### config.mk
export PLATFORM = sky130hd
export DESIGN_NAME = srg_ring
export DESIGN_NICKNAME = d
export VERILOG_FILES = /design/src/rtl/core/srg_pkg.sv /design/src/rtl/core/srg_ring.sv
export VERILOG_INCLUDE_DIRS = /design/src /design/src/rtl/core
export SDC_FILE = /design/constraint.sdc
export NUM_CORES = 1
export LEC_CHECK = 0
export ABC_CLOCK_PERIOD_IN_PS = 7200
export BUFFER_PORTS_ARGS = -buffer_cell sky130_fd_sc_hd__buf_2
export CAP_MARGIN = 25
export CORE_ASPECT_RATIO = 0.6
export CORE_MARGIN = 2
export CORE_UTILIZATION = 35
export CTS_CLUSTER_DIAMETER = 120
export DETAILED_ROUTE_END_ITERATION = 8
export PLACE_DENSITY = 0.57
export SETUP_SLACK_MARGIN = 0.1
export SLEW_MARGIN = 15
export SYNTH_ARGS = -nofsm -noshare
export SYNTH_HDL_FRONTEND = slang
export SYNTH_SLANG_ARGS = --single-unit
### constraint.sdc
create_clock -name clk -period 7.2 [get_ports clk]
set_input_delay 0.36 -clock clk [delete_from_list [all_inputs] [get_ports clk]]
set_output_delay 0.36 -clock clk [all_outputs]
set_load 0.02 [all_outputs]
### src/rtl/core/slotted_ring_opportunistic_insert_unit_assert.svh
// Assertion macros shared by the slotted ring insert unit RTL.
// Depends on nothing; files that check their own logic include it by name.
`ifndef SLOTTED_RING_OPPORTUNISTIC_INSERT_UNIT_ASSERT_SVH
`define SLOTTED_RING_OPPORTUNISTIC_INSERT_UNIT_ASSERT_SVH
`ifndef SYNTHESIS
// Property that must hold at every clock edge outside reset.
`define SRG_ASSERT(lbl, clk, rst_n, prop) \
	lbl: assert property (@(posedge clk) disable iff (!rst_n) prop) \
		else $error("srg: property violated");
// Condition that must never be true outside reset.
`define SRG_NEVER(lbl, clk, rst_n, cond) \
	lbl: assert property (@(posedge clk) disable iff (!rst_n) !(cond)) \
		else $error("srg: forbidden condition seen");
`else
`define SRG_ASSERT(lbl, clk, rst_n, prop)
`define SRG_NEVER(lbl, clk, rst_n, cond)
`endif
`endif

### src/rtl/core/srg_pkg.sv
// Shared types and constants of the slotted ring insert unit.
// Depends on nothing; used by srg_ring and the top level.
package srg_pkg;

	// Largest ring address width and owner field width over the supported slot range.
	localparam int RING_AW = 10;
	localparam int OWN_W   = 4;

	localparam logic [7:0] HOLDOFF_RESET = 8'd10;

	localparam logic KIND_INSERT  = 1'b0;
	localparam logic KIND_SUMMARY = 1'b1;

	// Requests from the tick sequencer to the ring memory.
	typedef struct packed {
		logic               rd_en;
		logic [RING_AW-1:0] rd_addr;
		logic               wr_en;
		logic [RING_AW-1:0] wr_addr;
		logic               wr_valid;
		logic [OWN_W-1:0]   wr_owner;
		logic               scan_start;
	} ring_req_t;

	// Status returned by the ring memory.
	typedef struct packed {
		logic             busy;
		logic             scan_done;
		logic             rd_valid;
		logic [OWN_W-1:0] rd_owner;
		logic [7:0]       occ;
		logic [7:0]       train;
	} ring_sts_t;

	// One result item without its last flag.
	typedef struct packed {
		logic        kind;
		logic [3:0]  station;
		logic [31:0] wait_delay;
		logic [7:0]  occ;
		logic [7:0]  train;
		logic [9:0]  dropped;
	} res_t;

endpackage

### src/rtl/core/srg_ring.sv
// Ring slot memory with its clearing pass and the occupancy / run-length scan.
// Depends on srg_pkg for the request and status structs.
`include "slotted_ring_opportunistic_insert_unit_assert.svh"
module srg_ring import srg_pkg::*; #(
	parameter int RING_SLOTS = 150
) (
	input  logic      clk,
	input  logic      arst_n,
	input  ring_req_t req,
	output ring_sts_t sts
);

	localparam int AW = (RING_SLOTS > 1) ? $clog2(RING_SLOTS) : 1;
	localparam int CW = $clog2(RING_SLOTS + 1);

	// Each entry holds {valid, owner}.
	logic [OWN_W:0] mem [RING_SLOTS];
	logic [OWN_W:0] rdata_q;

	logic          clr_busy_q;
	logic [AW-1:0] clr_idx_q;
	logic          scan_busy_q;
	logic [AW-1:0] scan_idx_q;
	logic          rv_s1;
	logic          rlast_s1;
	logic          fin_s2;
	logic          done_q;
	logic [CW-1:0] occ_q;
	logic [CW-1:0] run_q;
	logic [CW-1:0] best_q;
	logic [CW-1:0] lead_q;
	logic          in_lead_q;
	logic [CW-1:0] train_q;

	logic           we;
	logic [AW-1:0]  wa;
	logic [OWN_W:0] wd;
	logic           re;
	logic [AW-1:0]  ra;
	logic [CW-1:0]  run_inc;
	logic [CW:0]    wrap_sum;

	// Port selection: the clearing pass owns the write port, the scan the read port.
	always_comb begin
		we = clr_busy_q | req.wr_en;
		wa = clr_busy_q ? clr_idx_q : req.wr_addr[AW-1:0];
		wd = clr_busy_q ? '0 : {req.wr_valid, req.wr_owner};
		re = scan_busy_q | req.rd_en;
		ra = scan_busy_q ? scan_idx_q : req.rd_addr[AW-1:0];
	end

	// Synchronous memory with registered read data.
	always_ff @(posedge clk) begin
		if (we) begin
			mem[wa] <= wd;
		end
		if (re) begin
			rdata_q <= mem[ra];
		end
	end

	// Clearing pass after reset, one slot per cycle.
	always_ff @(posedge clk or negedge arst_n) begin
		if (!arst_n) begin
			clr_busy_q <= 1'b1;
			clr_idx_q  <= '0;
		end else if (clr_busy_q) begin
			clr_idx_q <= clr_idx_q + AW'(1);
			if (clr_idx_q == AW'(RING_SLOTS - 1)) begin
				clr_busy_q <= 1'b0;
			end
		end
	end

	assign run_inc  = run_q + CW'(1);
	assign wrap_sum = (CW+1)'(lead_q) + (CW+1)'(run_q);

	// Scan over all slots in storage order; a circular run does not depend on rotation.
	always_ff @(posedge clk or negedge arst_n) begin
		if (!arst_n) begin
			scan_busy_q <= 1'b0;
			scan_idx_q  <= '0;
			rv_s1       <= 1'b0;
			rlast_s1    <= 1'b0;
			fin_s2      <= 1'b0;
			done_q      <= 1'b0;
			occ_q       <= '0;
			run_q       <= '0;
			best_q      <= '0;
			lead_q      <= '0;
			in_lead_q   <= 1'b1;
			train_q     <= '0;
		end else begin
			rv_s1    <= scan_busy_q;
			rlast_s1 <= scan_busy_q && (scan_idx_q == AW'(RING_SLOTS - 1));
			fin_s2   <= rv_s1 && rlast_s1;
			done_q   <= fin_s2;
			if (req.scan_start) begin
				scan_busy_q <= 1'b1;
				scan_idx_q  <= '0;
				occ_q       <= '0;
				run_q       <= '0;
				best_q      <= '0;
				lead_q      <= '0;
				in_lead_q   <= 1'b1;
			end else if (scan_busy_q) begin
				scan_idx_q <= scan_idx_q + AW'(1);
				if (scan_idx_q == AW'(RING_SLOTS - 1)) begin
					scan_busy_q <= 1'b0;
				end
			end
			if (rv_s1) begin
				if (rdata_q[OWN_W]) begin
					occ_q <= occ_q + CW'(1);
					run_q <= run_inc;
					if (run_inc > best_q) begin
						best_q <= run_inc;
					end
					if (in_lead_q) begin
						lead_q <= lead_q + CW'(1);
					end
				end else begin
					run_q     <= '0;
					in_lead_q <= 1'b0;
				end
			end
			// Close the circle: a run may wrap from the last slot into the first.
			if (fin_s2) begin
				if (in_lead_q) begin
					train_q <= CW'(RING_SLOTS);
				end else if (wrap_sum > (CW+1)'(best_q)) begin
					train_q <= CW'(wrap_sum);
				end else begin
					train_q <= best_q;
				end
			end
		end
	end

	// Status, with counts saturated to eight bits.
	always_comb begin
		sts.busy      = clr_busy_q;
		sts.scan_done = done_q;
		sts.rd_valid  = rdata_q[OWN_W];
		sts.rd_owner  = rdata_q[OWN_W-1:0];
		sts.occ       = (16'(occ_q) > 16'd255) ? 8'hFF : 8'(occ_q);
		sts.train     = (16'(train_q) > 16'd255) ? 8'hFF : 8'(train_q);
	end

	`SRG_NEVER(a_clear_and_scan, clk, arst_n, clr_busy_q && scan_busy_q)
	`SRG_NEVER(a_read_clash, clk, arst_n, scan_busy_q && req.rd_en)
	`SRG_ASSERT(a_train_le_occ, clk, arst_n, done_q |-> (train_q <= occ_q))

endmodule

---- Word-level counts from Yosys, hierarchy flattened ----
Memories as Yosys holds them, arrays and structs flattened. A register that Yosys moved wholly into a read port is not among the register bits.
Index checks and enable logic that the tools add are counted.
operators by class
  add/sub/neg operators ................... 6
  magnitude comparators ................... 2
  eq/ne operators ......................... 2
  mux-type cells .......................... 31
  bitwise operators ....................... 2
  reduce and logical (&&, ||, !) cells .... 4
operators by type and width
  kind                                                            number
  8-bit two-way mux                                               20
  8-bit by 1-bit adder with 8-bit output (second input constant)  5
  8-bit == test (second input constant)                           2
  1-bit two-way mux                                               10
  8-bit by 8-bit adder with 9-bit output                          1
  9-bit by 8-bit greater-than comparator with 1-bit output        1
  8-bit greater-than comparator                                   1
  5-bit two-way mux                                               1
  2-bit nonzero test                                              2
  1-bit logical AND                                               2
  1-bit OR                                                        2
word-level totals
  register bits ........................... 63
  bits in writable memories ............... 750
  input port bits ......................... 30
  output and inout port bits .............. 23
  memories ................................ 1
memory list
  memory  depth  bits a word  rd ports  clocked after Yosys merged registers in  wr ports  RTL line        text
  mem     150    5            1         1                                        1         srg_ring.sv:17  logic [OWN_W:0] mem [RING_SLOTS];

---- Logic depth before layout (Yosys ltp) ----
Gate-level depths: netlist of run 1.
  word-level depth ........................ 5
  gate-level depth with buffers ........... 15
  gate-level depth less buffers ........... 14

---- Worst setup path before layout of run 1 ----
Ideal clock, no wire load.
  path kind ............................... register to register
  from .................................... reg clr_busy_q
  to ...................................... mem mem[0][0] (netlist name) (data pin)
  library setup time ...................... 0.932 ns
  arrival time ............................ 4.449 ns
  required time ........................... 6.268 ns
  path slack .............................. 1.819 ns
  cell stages (with the launch flop) ...... 4
  path buffers ............................ 2
  clock period less this slack ............ 5.381 ns
  cells stage by stage .................... dfstp_2 clkbuf_1 buf_1 nor2b_1
on the way
  cells in the longest elaborated chain, start to end .. 1
RTL lines
  element                   RTL line        text
  start: declaration        srg_ring.sv:20  logic clr_busy_q;
  start signal: assignment  srg_ring.sv:65  clr_busy_q <= 1'b1;
  start signal: assignment  srg_ring.sv:70  clr_busy_q <= 1'b0;
  5-bit two-way mux         srg_ring.sv:47  wd = clr_busy_q ? '0 : {req.wr_valid, req.wr_owner};
  net wd[0]                 srg_ring.sv:37  logic [OWN_W:0] wd;
  end: declaration          srg_ring.sv:17
The timed path passes the listed nets, and every way through them passes these cells.

---- Worst setup path after layout of run 1 ----
  from .................................... reg scan_busy_q
  to ...................................... reg rdata_q[3] (read register of mem) (data pin)
on the way
  cells in the longest elaborated chain, start to end .. 1
  elaborated cells on any way between the ends .. 2
  those cells by class .................... mux: 1; bitwise: 1
RTL lines
  element                                               RTL line                        text
  start: declaration                                    srg_ring.sv:22                  logic scan_busy_q;
  start signal: assignment                              srg_ring.sv:81                  scan_busy_q <= 1'b0;
  start signal: assignment                              srg_ring.sv:99                  scan_busy_q <= 1'b1;
  start signal: assignment                              srg_ring.sv:109                 scan_busy_q <= 1'b0;
  8-bit two-way mux / 1-bit OR (equally long branches)  srg_ring.sv:49, srg_ring.sv:48
  end: declaration                                      srg_ring.sv:18                  logic [OWN_W:0] rdata_q;
Parallel ways exist; a longest one is shown, timed or not.
A chain may end at the register's enable or synchronous reset.

==> run metrics, run 1 <==
Power Density 264 nW/µm²; Routed Antenna Nets 0; 1st-pass router iterations 5; clock skew roughly 0.022 ns; RSZ-0062 raised after global routing false; Design Power 9980 µW; I/O Pins 53; H-tree Lvls 3; Rows 88; synth warn 0; Slew Viols, Final 0; layout cell share with drive strength beyond 1 0.132; Worst VDD drop approximately 0.00017 V; Post-Synthesis Net Count around 2300; distinct cell type count after synthesis 65; largest net degree at the start of global routing between 90 and 100; Critical Path Fanout Max 96; outcome finished, final reports clean; Critical R2R Launch scan_busy_q; CTS Root Cell clkbuf_16; gpl congestion between 0.8 and 0.9; global-route wire length before repair 130000 µm; Syn Area/Cell 14.9 µm²; # clock sinks ~800; Die Wd approximately 410 µm; max-cap check violation count 0; endpoint class of the critical path flop; Core Area ~96000 µm²; via count about 20000; # fillers a little under 9000; Max-slew headroom 0.257; Netlist Area Pre-Place 33900 µm²; Die Ht 245 µm; crit path kind reg2reg; Worst Tran Pin Value ~1.1 ns; routed length per instance ~24 µm; Num CTS Buffers between 70 and 80; WP data required 7.56 ns; PortBufs 48; GRT Total Usage 0.178; Post-DP HPWL 57400 µm; nets@finish between 2000 and 2500; setup TNS 0 ns; f_max approximately 210 MHz; Hold Crit Class in2reg; Reg clk slew, reported paths 0.07 ns; final hold vios 0; Worst Hold Launch req[27]; EDFF count, synth 755; die footprint around 100000 µm²; Post-CTS Setup Bufs 0; grt total ovfl 0; routed wire length slightly below 90000 µm; ANT cells 0; DRC errors left 0; period utilization 0.663; Setup Viol. Count Final 0; minimum clock period between 4 and 5 ns; clock latency at the later pin of the worst-skew pair ~0.63 ns; Pleak ~0.012 µW; P&R area growth vs syn 11.5%; Via density 5.45; initial antenna violation count 5; Async S/R FF share, synth 0.0770; Worst setup SP type flop; Initial Util 0.353; Initial DRC Count around 2900; synthesis-stage register bit count 818; Syn Inst Count ~2300; top_reg_cell synth edfxtp_1; crit path DAT 5.13 ns; Seq/Total Area, Yosys 0.715; CTS tree done; vias in the first global route 19342; CTS max path bufs 3; Worst Setup SP scan_busy_q; flop2flop setup slack between 2 and 2.5 ns
timing repair:
item,in CTS,in global routing
hold buffers,1,0
hold endpoints to repair,61,0
gates resized for setup,0,0
per-stage QoR:
step / setup WS (ns) / instances / utilization / instance area [µm²] / hold slack, ns
4_1_cts: 2.47 / 3672 / 0.393 / 37800 / 0.116
5_1_grt: 2.13 / 3675 / 0.394 / 37800 / 0.139
3_3_place_gp: 2.53 / 3542 / 0.369 / 35500 / 0.446
3_5_place_dp: 2.48 / 3542 / 0.369 / 35500 / 0.443
2_1_floorplan: 1.82 / 2278 / - / 33900 / 0.0644
6_report: 2.42 / 3675 / 0.394 / 37800 / 0.148
worst max-delay path: stages (launching register included):
cell and delay, ns:
dfrtp_2 0.99, mux2_8 0.88, buf_4 0.74, mux4_2 0.62, a22o_1 0.32, nor2_1 0.25
nand3_1 0.13, a22oi_1 0.21, a32oi_1 0.15
metal layers:
layer  part of all wire  global-route usage
met2               0.41               0.246
met4              0.017              0.0400
met3               0.11              0.0514
met5            0.00015                   0
met1               0.46               0.275
synth_stat cells, types with 6 or more instances:
master / count / share of area
mux4_2: 100 / 0.066
a22o_1: 8 / 0.0021
inv_1: 35 / 0.0039
nand4_1: 25 / 0.0046
nor2b_1: 9 / 0.0017
xor2_1: 9 / 0.0023
nand2b_1: 8 / 0.0015
buf_2: 25 / 0.0037
nor3_1: 26 / 0.0038
o22ai_1: 30 / 0.0055
a22oi_1: 14 / 0.0031
nor2_1: 218 / 0.024
edfxtp_1: 755 / 0.67
and3_1: 12 / 0.0022
buf_6: 6 / 0.0020
clkbuf_1: 56 / 0.0062
nand3b_1: 6 / 0.0013
a21o_1: 7 / 0.0015
xnor2_1: 15 / 0.0039
ha_1: 31 / 0.011
a2111oi_0: 6 / 0.0015
o21ai_0: 44 / 0.0065
nand3_1: 97 / 0.014
a31oi_1: 13 / 0.0024
nor4_1: 29 / 0.0053
a211oi_1: 14 / 0.0031
dfrtp_1: 61 / 0.045
a21oi_1: 81 / 0.012
buf_1: 10 / 0.0011
nand2_1: 349 / 0.039
buf_4: 11 / 0.0024
mux2_2: 9 / 0.0030
a32oi_1: 7 / 0.0018
mux2i_1: 69 / 0.020
o31ai_1: 11 / 0.0024
cell families after synthesis:
| family | after synthesis | share of synthesized area |
|---|---|---|
| AOI/OAI and AO/OA | 274 | 0.0514 |
| xor gates and xnor gates | 24 | 0.00619 |
| adders and majority gates | 32 | 0.0120 |
| buffers and inverters | 151 | 0.0236 |
| DFF | 818 | 0.715 |
| muxes | 180 | 0.0905 |
| and+or+nand+nor | 799 | 0.102 |
power breakdown:
part	total, µW	leakage [µW]	switching [µW]	internal, µW
sequential	5260	0.00764	45.5	5220
combinational	850	0.00354	557	293
clock	3870	0.00111	1770	2100
worst paths after layout:
check / endpoint / depth (start not counted)
min in group asynchronous: train_q[5] / 3
worst min register to register: fin_s2 / 1
worst max register to register: rdata_q[3] / 8
worst min-delay path: rdata_q[4] / 2
max in group asynchronous: scan_busy_q / 3
worst max-delay path: rdata_q[3] / 8
state kept, by name, indices dropped and copies added, names as in the netlist:
name and count:
mem 750, best_q 8, clr_idx_q 8, lead_q 8, occ_q 8, run_q 8, scan_idx_q 8, train_q 8
rdata_q 5, clr_busy_q 1, done_q 1, fin_s2 1, in_lead_q 1, rlast_s1 1, rv_s1 1, scan_busy_q 1
area by class of cell:
class	instances	area [µm²]	share of cell area
clock buffer	85	1840	0.0486
timing repair buffer	79	513	0.0136
multi-input combinational	1309	9010	0.238
tap	1305	1630	0.0432
inverter	35	131	0.00347
clock inverter	44	454	0.0120
sequential	818	24300	0.641
layout by cell type, fill, tap and decap left out, types with 7 or more instances in the layout:
master | Yosys | final
o22ai_1 | 30 | 30
mux2_2 | 9 | 8
clkbuf_16 | 0 | 71
a22o_1 | 8 | 8
clkbuf_1 | 56 | 13
a22oi_1 | 14 | 14
nor2_1 | 218 | 217
buf_4 | 11 | 26
a21o_1 | 7 | 7
ha_1 | 31 | 31
xnor2_1 | 15 | 15
nand3_1 | 97 | 97
nand4_1 | 25 | 25
edfxtp_1 | 755 | 755
a31oi_1 | 13 | 12
o21ai_0 | 44 | 43
inv_1 | 35 | 35
o31ai_1 | 11 | 11
a21oi_1 | 81 | 80
mux4_2 | 100 | 100
nor3_1 | 26 | 26
clkinv_2 | 0 | 12
nor4_1 | 29 | 29
a211oi_1 | 14 | 14
mux2i_1 | 69 | 65
buf_2 | 25 | 48
clkinv_1 | 0 | 12
xor2_1 | 9 | 9
dfrtp_1 | 61 | 60
nand2_1 | 349 | 349
and3_1 | 12 | 12
nand2b_1 | 8 | 8
bufinv_16 | 0 | 7
Power figures use the tool's default switching activity.
==> run 2, diff against run 1 <==
--- a/config.mk
+++ b/config.mk
@@ -6,7 +6,8 @@
 export SDC_FILE = /design/constraint.sdc
 export NUM_CORES = 1
 export LEC_CHECK = 0
-export ABC_CLOCK_PERIOD_IN_PS = 7200
+export ABC_AREA = 1
+export ABC_CLOCK_PERIOD_IN_PS = 4550
 export BUFFER_PORTS_ARGS = -buffer_cell sky130_fd_sc_hd__buf_2
 export CAP_MARGIN = 25
 export CORE_ASPECT_RATIO = 0.6
==> constraint.sdc (replaced) <==
create_clock -name clk -period 4.55 [get_ports clk]
set_input_delay 0.2275 -clock clk [delete_from_list [all_inputs] [get_ports clk]]
set_output_delay 0.2275 -clock clk [all_outputs]
set_load 0.02 [all_outputs]
==> run 2 against run 1 <==
- clock skew grew 0.0065 ns
- clock power increased by 61%
- global-route usage rose by 0.59 points
- combinational power increased by 93%
- synthesized cell count up 51%
- cell count increased by 33%
- register-to-register slack worse by 1.4 ns
- first-iteration DRC count grew 12%
- sequential power grew 58%
- clock-buffer cell count up 7
- wire length grew 12%
- total power is 62% higher
- largest cell class unchanged
- largest power group unchanged
- highest routed layer is now met4
==> run metrics, run 2 <==
Post-DP HPWL 58200 µm (+1.3%); Syn Inst Count 3434 (+51%); PortBufs 48 (unchanged); Post-Synthesis Net Count 3496 (+49%); clock skew 0.0289 ns (+0.00654 ns); Syn Area/Cell 10.7 µm² (-28%); CTS max path bufs 3 (unchanged); Via density 5.15 (-5.5%); routed wire length 99800 µm (+12%); synth warn 0 (unchanged); Setup Viol. Count Final 0 (unchanged); 1st-pass router iterations 6 (+1); Hold Crit Class in2reg; flop2flop setup slack 1.03 ns (-1.39 ns); Crit-path slowest cell dfstp_2; Hold Crit Endpoint mem[138][1]; Buffers & Inverters on Critical Path 2 (+1); EDFF count, synth 755 (unchanged); H-tree Lvls 3 (unchanged); P&R area growth vs syn 11.3%; GRT Total Usage 0.184 (+0.00585); Pleak 0.0154 µW (+25%); routed length per instance 20.5 µm (-15%); largest net degree at the start of global routing 157 (+62%); Die Ht 255 µm (+3.9%); most area-hungry cell type in the Yosys netlist edfxtp_1; Inst Count DP 4740 (+34%); Worst Tran Pin Value 1.08 ns (-0.0305 ns); commonest non-fill, non-tap cell in the layout edfxtp_1; Biggest register mem; Slew Viols, Final 0 (unchanged); clock latency at the later pin of the worst-skew pair 0.66 ns (+0.03 ns); worst r2r path cells 6 (-2); vias in the first global route 23354 (+21%); period utilization 0.773 (+0.110); nets@finish 3487 (+47%); CTS Root Cell clkbuf_16; f_max 284 MHz (+36%); die footprint 108000 µm² (+8.0%); Worst path top cell family by delay simple AND/OR/NAND/NOR gates; Reg clk slew, reported paths 0.07 ns (about the same); Core Area 103000 µm² (+7.6%); crit path kind reg2reg; worst hold path depth 3 (+1); worst r2r dst mem[49][3]; Placed Area 38500 µm² (+8.5%); initial antenna violation count 4 (-1); I/O Pins 53 (unchanged); max-cap check violation count 0 (unchanged); WP data required 4.84 ns (-2.72 ns); global-route wire length before repair 151000 µm (+16%); Critical Path Fanout Max 24 (-75%); max reg flops 750 (unchanged); most frequent cells in the layout edfxtp_1 (755), nand2_1 (679), nand3_1 (612); Rows 91 (+3.4%); synthesis-stage register bit count 818 (unchanged); crit path DAT 3.81 ns (-1.32 ns); Die Wd 422 µm (+3.9%); CP max stage delay 0.87 ns (-0.12 ns); gpl congestion 0.835 (-0.14%); distinct cell type count after synthesis 41 (-37%); # clock sinks 818 (unchanged); Critical R2R Launch clr_busy_q; layout cell share with drive strength beyond 1 0.0673 (-0.0648); critical path cell sequence inv_1 > o21ai_0 > nand2_1 > inv_1 > nand2_1 > nor2_1; Num CTS Buffers 73 (+2.8%); final hold vios 0 (unchanged); Fin Hold WS 0.0983 ns (-0.0497 ns); largest cells by area after synthesis edfxtp_1 (62%), nand3_1 (8.3%), nand2_1 (7.0%), dfrtp_1 (4.2%), inv_1 (3.9%); grt total ovfl 0 (unchanged); Routed Antenna Nets 0 (unchanged); Post-synth top cells edfxtp_1 (755), nand2_1 (680), nand3_1 (612), inv_1 (382), nor2_1 (251); outcome finished, final reports clean; Post-CTS Setup Bufs 0 (unchanged); Worst VDD drop 0.000290 V (+67%); utilization after layout 0.395 (+0.00145); DRC errors left 0 (unchanged); minimum clock period 3.52 ns (-1.26 ns); top_reg_cell synth edfxtp_1; via count 25105 (+25%); Finished Layout Cells 4874 (+33%); Seq/Total Area, Yosys 0.661 (-0.0538); ANT cells 0 (unchanged); Worst Hold Launch req[2]; most frequent cell after synthesis edfxtp_1; Initial DRC Count 3201 (+12%); Netlist Area Pre-Place 36700 µm² (+8.1%); Worst setup SP type flop; Power Density 396 nW/µm² (+50%); CTS tree done; Initial Util 0.355 (+0.00191); final instance area 40800 µm² (+8.0%); RSZ-0062 raised after global routing false; endpoint class of the critical path flop; Max-slew headroom 0.269 (+0.0127); Async S/R FF share, synth 0.0770 (unchanged); Yosys top cell area share 0.618 (-0.0503)
[run 2: logic make-up (layout without fill, tap and decap cells)]
kind of cell               after synthesis  in the layout  share of synthesized area
xor gates and xnor gates                18             18                    0.00430
DFF                                    818            818                      0.661
buffers and inverters                  586            631                     0.0659
and+or+nand+nor                       1764           1764                      0.222
adders and majority gates               32             32                     0.0111
AOI/OAI and AO/OA                      216            216                     0.0359
[run 2: metrics by stage]
step           setup WS, ns  total power [µW]  setup TNS [ns]
6_report               1.03             16200               0
5_1_grt               0.784             16700               0
4_1_cts               0.953             16300               0
3_5_place_dp           1.00             10100               0
3_3_place_gp           1.12             10100               0
2_1_floorplan        -0.548              9540         -410.76
[run 2: final cells by class]
| cell class | count | area, µm² |
|---|---|---|
| clock buffer | 92 | 1920 |
| clock inverter | 37 | 369 |
| fill | 10098 | 62500 |
| inverter | 389 | 1460 |
| multi-input combinational | 2030 | 10100 |
| sequential | 818 | 24300 |
| tap | 1395 | 1750 |
| timing repair buffer | 113 | 951 |
[run 2: worst min-delay path: cells and delay by family]
family,cells,cell delay (ns)
buf+inv,2,0.18
simple gates,1,0.13
[run 2: timing repair]
| action | 4_1_cts | 5_1_grt |
|---|---|---|
| hold buffers | 4 | 0 |
| hold endpoints to repair | 50 | 0 |
| setup endpoints to repair | 0 | 0 |
| gates resized for setup | 0 | 0 |
[run 2: worst max path at each step]
stage	start	to	slack [ns]	cells past startpoint
2_1_floorplan	clr_busy_q	mem[0][0]	-0.55	3
3_3_place_gp	clr_busy_q	mem[29][3]	1.12	6
3_5_place_dp	clr_busy_q	mem[49][2]	1.00	6
4_1_cts	clr_busy_q	mem[49][3]	0.95	6
5_1_grt	run_q[0]	train_q[5]	0.78	19
6_report	clr_busy_q	mem[49][3]	1.03	6
[run 2: per-layer routing]
layer / up-vias / track usage / wire length [µm]
li1: 11776 / - / -
met1: 12202 / 0.293 / 48700
met2: 1000 / 0.256 / 40200
met3: 127 / 0.0339 / 9120
met4: 0 / 0.0430 / 1790
met5: - / 0 / 0
[run 2: power by group]
group | total (µW) | switching [µW] | internal [µW]
sequential | 8300 | 46.8 | 8260
clock | 6250 | 2850 | 3400
combinational | 1640 | 1170 | 468
total | 16200 | 4060 | 12100
==> run 3, diff against run 2 <==
--- a/config.mk
+++ b/config.mk
@@ -7,7 +7,7 @@
 export NUM_CORES = 1
 export LEC_CHECK = 0
 export ABC_AREA = 1
-export ABC_CLOCK_PERIOD_IN_PS = 4550
+export ABC_CLOCK_PERIOD_IN_PS = 3400
 export BUFFER_PORTS_ARGS = -buffer_cell sky130_fd_sc_hd__buf_2
 export CAP_MARGIN = 25
 export CORE_ASPECT_RATIO = 0.6
==> constraint.sdc (replaced) <==
create_clock -name clk -period 3.4 [get_ports clk]
set_input_delay 0.17 -clock clk [delete_from_list [all_inputs] [get_ports clk]]
set_output_delay 0.17 -clock clk [all_outputs]
set_load 0.02 [all_outputs]
==> run 3 against run 2 <==
- sequential power rose by 34%
- combinational power increased by 40%
- critical path depth rose by 1
- clock skew fell by 0.00086 ns
- register-to-register slack worse by 0.69 ns
- clock-buffer cell count is the same
- worst hold slack improved by 0.070 ns
- largest power group unchanged
- sequential cell count is the same
- wire length grew 1.5%
- utilization rose by 0.57 points
==> run metrics, run 3 (synthesis gave the netlist of run 2 again) <==
Num CTS Buffers 75 (+2.7%); vias in the first global route 23616 (+1.1%); layout cell share with drive strength beyond 1 0.0799 (+0.0126); flop2flop setup slack 0.34 ns (-0.69 ns); Crit-path slowest cell o21ai_0; pre-CTS setup slack 0.243 ns (-0.759 ns); Worst Slack Setup Final 0.342 ns (-0.690 ns); routed length per instance 20.6 µm (+0.38%); Inst Count DP 4785 (+0.95%); Die Wd 422 µm (unchanged); CTS Root Cell clkbuf_16; I/O Pins 53 (unchanged); Slew Viols, Final 0 (unchanged); die footprint 108000 µm² (unchanged); RSZ-0062 raised after global routing false; largest net degree at the start of global routing 151 (-3.8%); crit path kind reg2reg; gpl congestion 0.872 (+4.5%); critical path cell sequence inv_1 > o21ai_0 > nand2_1 > inv_1 > nand2_1 > buf_4 > nor2_1; # fillers 10082 (-0.16%); initial antenna violation count 1 (-3); PortBufs 48 (unchanged); routed wire length 101000 µm (+1.5%); grt total ovfl 0 (unchanged); Post-DP HPWL 61200 µm (+5.1%); f_max 327 MHz (+15%); nets@finish 3534 (+1.3%); Setup Viol. Count Final 0 (unchanged); minimum clock period 3.06 ns (-0.460 ns); WP data required 3.68 ns (-1.16 ns); setup TNS 0 ns (unchanged); DRC errors left 0 (unchanged); Max-slew headroom 0.415 (+0.145); H-tree Lvls 3 (unchanged); Design Power 21900 µW (+35%); Critical R2R Launch clr_busy_q; clock skew 0.0281 ns (-0.000862 ns); crit path DAT 3.34 ns (-0.47 ns); # clock sinks 818 (unchanged); Rows 91 (unchanged); outcome finished, final reports clean; global-route wire length before repair 153000 µm (+1.9%); CTS max path bufs 3 (unchanged); via count 25378 (+1.1%); max-cap check violation count 0 (unchanged); Initial Util 0.355 (unchanged); Worst setup SP type flop; Via density 5.15 (about the same); P&R area growth vs syn 12.9%; Placed Area 39000 µm² (+1.2%); Biggest register mem; 1st-pass router iterations 6 (unchanged); Routed Antenna Nets 0 (unchanged); Critical Path Fanout Max 16 (-33%); commonest non-fill, non-tap cell in the layout edfxtp_1; CP max stage delay 0.71 ns (-0.16 ns); period utilization 0.899 (+0.126); final instance area 41400 µm² (+1.4%); Core Area 103000 µm² (unchanged); Hold Crit Class in2async; Post-CTS Setup Bufs 0 (unchanged); max reg flops 750 (unchanged); Worst Tran Pin Value 0.869 ns (-0.216 ns); Die Ht 255 µm (unchanged); most frequent cells in the layout edfxtp_1 (755), nand2_1 (678), nand3_1 (611); Worst VDD drop 0.000354 V (+22%); worst r2r dst mem[88][0]; Pleak 0.0157 µW (+2.0%); GRT Total Usage 0.188 (+0.00338); CTS tree done; Finished Layout Cells 4927 (+1.1%); final hold vios 0 (unchanged); Power Density 529 nW/µm² (+33%); endpoint class of the critical path flop; Reg clk slew, reported paths 0.07 ns (about the same); worst r2r path cells 7 (+1); Initial DRC Count 3105 (-3.0%); clock latency at the later pin of the worst-skew pair 0.66 ns (about the same)
run 3: cell types whose count changed in the layout (fill, tap and decap cells not counted), sizes merged:
cell and delta:
clkinv +6, inv +2, diode +1, bufinv -1
buf +45
run 3: what timing repair did:
action / 4_1_cts / 5_1_grt
hold buffers: 4 / 0
setup endpoints to repair: 0 / 4
endpoints found under the hold margin: 55 / 0
gates resized for setup: 0 / 5
run 3: per-stage QoR:
step | utilization | hold WS [ns]
global route | 0.401 | 0.235
floorplan | - | -0.126
detailed placement | 0.377 | 0.305
global placement | 0.377 | 0.303
CTS | 0.400 | 0.147
finish | 0.401 | 0.168
run 3: area by class of cell:
class	count	area, µm²	share of cell area
Clock inverter	44	385	0.00930
Inverter	389	1460	0.0353
Clock buffer	92	1980	0.0479
Antenna cell	1	2.50	0.0000604
Sequential cell	818	24300	0.585
Tap cell	1395	1750	0.0421
Timing Repair Buffer	158	1440	0.0347
Multi-Input combinational cell	2030	10200	0.245
run 3: routing by layer:
metal  up-vias  wire length, µm  share of wire  global-route usage
met5         -                0              0                   0
met4         0             1980          0.020              0.0452
met3       121             9780          0.097              0.0460
met2       994            40200           0.40               0.251
met1     12368            49300           0.49               0.298
li1      11895                -              -                   -
run 3: how the worst max path moves through the flow:
stage,from,slack (ns),to,depth (start not counted)
2_1_floorplan,clr_busy_q,-0.10,mem[0][0],3
4_1_cts,lead_q[0],0.22,train_q[6],19
3_3_place_gp,lead_q[0],0.26,train_q[5],19
6_report,clr_busy_q,0.34,mem[88][0],7
3_5_place_dp,lead_q[0],0.24,train_q[3],19
5_1_grt,run_q[2],0.09,train_q[6],19
run 3: power breakdown:
group          switching (µW)  internal [µW]
Sequential               60.8          11100
Clock                    3880           4630
Combinational            1600            686
run 3: critical path: cells and delay by family, from the launching register on:
family,cells,cell delay (ns)
AOI/OAI and AO/OA,1,0.71
and+or+nand+nor,3,0.77
DFF,1,0.67
buffers and inverters,3,0.53
